<file path="config.mk">
export PLATFORM = sky130hd
export DESIGN_NAME = orbrms_front
export DESIGN_NICKNAME = d
export VERILOG_FILES = /design/src/rtl/core/orbrms_pkg.sv /design/src/rtl/core/orbrms_front.sv
export SDC_FILE = /design/constraint.sdc
export NUM_CORES = 1
export LEC_CHECK = 0
export ABC_AREA = 1
export BUFFER_PORTS_ARGS = -buffer_cell sky130_fd_sc_hd__buf_2
export CAP_MARGIN = 20
export CORE_MARGIN = 2
export CORE_UTILIZATION = 46
export CTS_CLUSTER_DIAMETER = 100
export DETAILED_ROUTE_END_ITERATION = 8
export PLACE_DENSITY = 0.74
export SLEW_MARGIN = 10
export SYNTH_ARGS = -nofsm -noshare
export SYNTH_HDL_FRONTEND = slang
export SYNTH_SLANG_ARGS = --single-unit
</file>
<file path="constraint.sdc">
create_clock -name clk -period 2 [get_ports clk]
set_clock_uncertainty 0.15 [all_clocks]
set_input_delay 0.2 -clock clk [delete_from_list [all_inputs] [get_ports clk]]
set_output_delay 0.2 -clock clk [all_outputs]
set_load 0.005 [all_outputs]
</file>
<file path="src/rtl/core/orbrms_pkg.sv">
// Shared types, widths and helpers for the overwrite ring buffer RMS meter.
// No dependencies; imported by every module of the block.
package orbrms_pkg;

    localparam int STORE_DEPTH      = 8192;
    localparam int MAX_LEVEL_WINDOW = 1024;
    localparam int QUEUE_DEPTH      = 2;     // power of two

    localparam int SAMPLE_W = 16;
    localparam int ACTION_W = 2;
    localparam int FILL_W   = 13;
    localparam int RMS_W    = 16;
    localparam int CFG_W    = 11;
    localparam int LEVEL_WINDOW_RESET = 1024;

    localparam int PTR_W   = (STORE_DEPTH > 1) ? $clog2(STORE_DEPTH) : 1;
    localparam int N_W     = $clog2(MAX_LEVEL_WINDOW + 1);
    localparam int CMP_W   = (PTR_W > N_W) ? PTR_W : N_W;
    localparam int SQ_W    = 2 * SAMPLE_W - 1;
    localparam int SUM_W   = SQ_W + $clog2(MAX_LEVEL_WINDOW);
    localparam int MEAN_W  = SQ_W;
    localparam int ROOT_IW = MEAN_W + 1;
    localparam int SQRT_STEPS = (MEAN_W + 1) / 2;
    localparam int CNT_W   = $clog2(SUM_W + 1);
    localparam int QPTR_W  = (QUEUE_DEPTH > 1) ? $clog2(QUEUE_DEPTH) : 1;
    localparam int QCNT_W  = $clog2(QUEUE_DEPTH + 1);
    localparam int TDATA_IN_W  = 16;
    localparam int TDATA_OUT_W = 48;
    localparam int TUSER_OUT_W = 2;

    localparam logic [ROOT_IW-1:0] SQRT_BIT0 = ROOT_IW'(1) << (2 * (SQRT_STEPS - 1));

    typedef enum logic [ACTION_W-1:0] {
        OP_PUSH  = 2'd0,
        OP_POP   = 2'd1,
        OP_CLEAR = 2'd2,
        OP_LEVEL = 2'd3
    } op_t;

    typedef struct packed {
        op_t                 op;
        logic [SAMPLE_W-1:0] sample;
        logic                burst;
    } cmd_t;

    typedef struct packed {
        logic [SAMPLE_W-1:0] sample_out;
        logic                sample_valid;
        logic                overwrote_oldest;
        logic [FILL_W-1:0]   fill_count;
        logic [RMS_W-1:0]    rms_level;
        logic                burst_end_out;
    } res_t;

    function automatic logic [PTR_W-1:0] ptr_next(input logic [PTR_W-1:0] p);
        return (p == PTR_W'(STORE_DEPTH - 1)) ? '0 : p + 1'b1;
    endfunction

    function automatic logic [PTR_W-1:0] fill_of(input logic [PTR_W-1:0] wp,
                                                 input logic [PTR_W-1:0] rp);
        return (wp >= rp) ? wp - rp : wp - rp + PTR_W'(STORE_DEPTH);
    endfunction

endpackage

</file>
<file path="src/rtl/core/orbrms_front.sv">
// Front end: accepts input beats, decodes the action and queues commands.
// Depends on orbrms_pkg.
module orbrms_front (
    input  logic                                clk,
    input  logic                                rst_n,
    input  logic                                s_tvalid,
    output logic                                s_tready,
    input  logic [orbrms_pkg::TDATA_IN_W-1:0]   s_tdata,
    input  logic [orbrms_pkg::ACTION_W-1:0]     s_tuser,
    input  logic                                s_tlast,
    output logic                                cmd_valid,
    input  logic                                cmd_ready,
    output orbrms_pkg::cmd_t                    cmd
);
    import orbrms_pkg::*;

    cmd_t              q_mem [QUEUE_DEPTH];
    logic [QPTR_W-1:0] wr_ptr_reg, wr_ptr_next;
    logic [QPTR_W-1:0] rd_ptr_reg, rd_ptr_next;
    logic [QCNT_W-1:0] count_reg, count_next;
    logic              push, pop;
    cmd_t              in_cmd;

    always_comb
    begin
        in_cmd.op     = op_t'(s_tuser);
        in_cmd.sample = s_tdata[SAMPLE_W-1:0];
        in_cmd.burst  = s_tlast;
    end

    assign s_tready  = (count_reg != QCNT_W'(QUEUE_DEPTH));
    assign cmd_valid = (count_reg != '0);
    assign cmd       = q_mem[rd_ptr_reg];
    assign push      = s_tvalid && s_tready;
    assign pop       = cmd_valid && cmd_ready;

    always_comb
    begin
        wr_ptr_next = push ? wr_ptr_reg + 1'b1 : wr_ptr_reg;
        rd_ptr_next = pop ? rd_ptr_reg + 1'b1 : rd_ptr_reg;
        count_next  = count_reg;
        if (push && !pop)
        begin
            count_next = count_reg + 1'b1;
        end
        else if (pop && !push)
        begin
            count_next = count_reg - 1'b1;
        end
    end

    always_ff @(posedge clk or negedge rst_n)
    begin
        if (!rst_n)
        begin
            wr_ptr_reg <= '0;
            rd_ptr_reg <= '0;
            count_reg  <= '0;
        end
        else
        begin
            wr_ptr_reg <= wr_ptr_next;
            rd_ptr_reg <= rd_ptr_next;
            count_reg  <= count_next;
        end
    end

    always_ff @(posedge clk)
    begin
        if (push)
        begin
            q_mem[wr_ptr_reg] <= in_cmd;
        end
    end

endmodule

</file>
==> flow_summary.json <==
{
  "status": "finished, final reports clean",
  "fin_cells": 247,
  "fin_crit_sh_pct": 93.99,
  "combPwrFrac_pct": 36.8,
  "die_y_um": 63.47,
  "slowest_delay_ns": 0.44,
  "maxCapViolations": 0,
  "use_met3_pct": 3.929,
  "critPathLaunchType": "flop",
  "synthTopCellsByCount": "63 x nand2_1, 38 x edfxtp_1, 5 x inv_1",
  "hold_depth": 1,
  "synth_async_sr_flop_share_pct": 9.524,
  "crit_path_cell_trace": "inv_1 -> nand2_1 -> nand2_1 -> buf_2",
  "grt_pass1_vias": 1122,
  "antenna_found_initial": 0,
  "ant_nets": 0,
  "nets": 224,
  "ios": 44,
  "clockPowerShare_pct": 14.8,
  "power_leakage_uw": 0.0009745,
  "path_clk_slew_ns": 0.12,
  "yosysTopAreaCell": "edfxtp_1",
  "cp.arrival_ns": 1.53,
  "cts_resized": 0,
  "ff2ff_path_depth": 9,
  "grt_use_met1_pct": 20.44,
  "fmax_mhz": 531.9,
  "num_vias": 1139,
  "insertion_delay_ns": 0.35,
  "top_usage_layer": "met2",
  "grt_pass1_wl_um": 5043,
  "switching_share_pct": 35.05,
  "worst_slew_pin_slew_ns": 0.5913,
  "drv_slew": 0,
  "synthesis.area_um2": 1627,
  "required_ns": 1.65,
  "cts_buffer_depth": 2,
  "portBuffers": 43,
  "dieWidth_um": 63.47,
  "via_per_inst": 4.611,
  "synth-seq-cells": 42,
  "ys_seq_area_share_pct": 76.31,
  "routed_wl_um": 3221,
  "crit_fanout": 20,
  "grt_max_degree": 21,
  "drt-pass1-iter-count": 5,
  "wl_per_cell_um": 13.04,
  "numCtsBuffers": 5,
  "layout-area-overhead-vs-synth_pct": 34.08,
  "power_uw": 2659,
  "yosysUniqueCellTypes": 15,
  "dominantRegCellSynth": "edfxtp_1",
  "pre_cts_slack_ns": 0.4616,
  "cp_num_cells": 4,
  "hpwl_um": 1840,
  "hold_path_class": "flop to flop",
  "cts_setup_buffers": 0,
  "core_area_um2": 3363,
  "initial_core_util_pct": 48.36,
  "dp.cells": 216,
  "syn-instance-count": 128,
  "die_area_um2": 4028,
  "cts.sinks": 42,
  "drtIter0Drc": 31,
  "ir_drop_v": 0.0005608,
  "place_congestion": 0.6672,
  "path_buf_inv": 2,
  "drive_above_1_share_pct": 30.35,
  "antenna_cells": 0,
  "finalSetupViolations": 0,
  "synth_nets": 152,
  "yosysWarnings": 0,
  "seq_power_share_pct": 48.4,
  "crit_slowest_cell": "inv_1",
  "synth_top_area_share_pct": 70.15,
  "finalSetupTns_ns": 0,
  "cts_tree": "done",
  "htree_levels": 2,
  "rsz0062_at_grt": "false",
  "syn_area_per_cell_um2": 12.71,
  "critPathMostFrequentCell": "nand2_1",
  "crit_type": "flop to output port",
  "power_switching_uw": 931.8,
  "largest_reg_flops": 38,
  "fin_ws_ns": 0.1201,
  "yosysMostFrequentCell": "nand2_1",
  "cts_root_buf": "clkbuf_4",
  "rows": 21,
  "synth.area.top_cells": "edfxtp_1 70%, nand2_1 15%, dfrtp_1 6.2%, nand2_4 1.4%, inv_1 1.2%",
  "end_kind": "output port",
  "gr-total-overflow": 0,
  "slew-limit-headroom_pct": 60.54,
  "p_int_uw": 1727,
  "met2_usage_pct": 28.42,
  "crit_family": "buffers and inverters",
  "drc": 0,
  "finalHoldViolCount": 0,
  "power.density_nw_per_um2": 1219,
  "synth_edf_count": 38,
  "min_period_ns": 1.880,
  "grt_use_total_pct": 17.00
}
==> placed cells by master (no fill, tap or decap) <==
master / n
nand2_1: 63
buf_2: 43
edfxtp_1: 38
dlygate4sd3_1: 23
inv_1: 5
clkbuf_4: 5
dfrtp_1: 4
buf_4: 3
inv_2: 2
nand2_4: 2
nand2_2: 2
nor2_2: 2
nand3_1: 2
xnor2_1: 1
xor2_2: 1
nand4_1: 1
ha_1: 1
clkinv_2: 1
clkbuf_1: 1
clkinv_1: 1
==> area by class of cell <==
cell class | count | area (µm²)
Sequential cell | 42 | 1241
Fill cell | 270 | 1182
Timing Repair Buffer | 69 | 467.9
Clock inverter | 2 | 8.758
Tap cell | 46 | 57.56
Inverter | 7 | 26.28
Multi-Input combinational cell | 75 | 337.8
Clock buffer | 6 | 41.29
==> stage by stage <==
stage	util, %	hold slack, ns	cell area [µm²]
floorplan	-	-0.2456	1627
global placement	56.51	-0.1398	1901
detailed placement	56.51	-0.1383	1901
CTS	64.84	0.3937	2181
global route	64.84	0.4085	2181
finish	64.84	0.3958	2181
==> worst paths after layout <==
kind / startpoint / endpoint / slack [ns]
max: rd_ptr_reg / cmd[9] / 0.12
min: count_reg[0] / count_reg[0] / 0.40
max reg2reg: count_reg[0] / count_reg[1] / 0.41
min reg2reg: count_reg[0] / count_reg[0] / 0.40
max in group asynchronous: rst_n / rd_ptr_reg / 0.93
min in group asynchronous: rst_n / count_reg[0] / 0.59
==> worst reg2reg max path, stage by stage (launching register included) <==
cell	delay [ns]
dfrtp_1	0.43
inv_2	0.11
nand2_4	0.06
nand2_4	0.09
inv_1	0.05
ha_1	0.31
inv_1	0.09
nand3_1	0.09
nand2_1	0.07
nand2_1	0.05
==> per-layer routing <==
| layer | wire length, µm | share of wire (%) |
|---|---|---|
| met3 | 151 | 4.7 |
| met1 | 1393 | 43 |
| met5 | 0 | 0 |
| met2 | 1619 | 50 |
| met4 | 57 | 1.8 |
==> power by group through the flow <==
stage               sequential (µW)  clock (µW)  combinational [µW]
global placement               1290           0                 920
detailed placement             1300           0                 940
CTS                            1280         397                 978
floorplan                      1290           0                 582
finish                         1290         393                 980
global route                   1300         427                1100
==> timing repair <==
item                                    CTS  global route
endpoints found under the setup margin    0             0
hold buffers                             23             0
endpoints found under the hold margin    44             0
==> cell families (layout without fill, tap and decap cells) <==
kind of cell,Yosys count,count (layout),share of synthesized area [%]
xor+xnor,2,2,1.539
fa+ha+maj,1,1,0.7691
buf+inv,11,84,3.231
flops,42,42,76.31
simple gates,72,72,18.15
(Power assumes the default switching activity.)
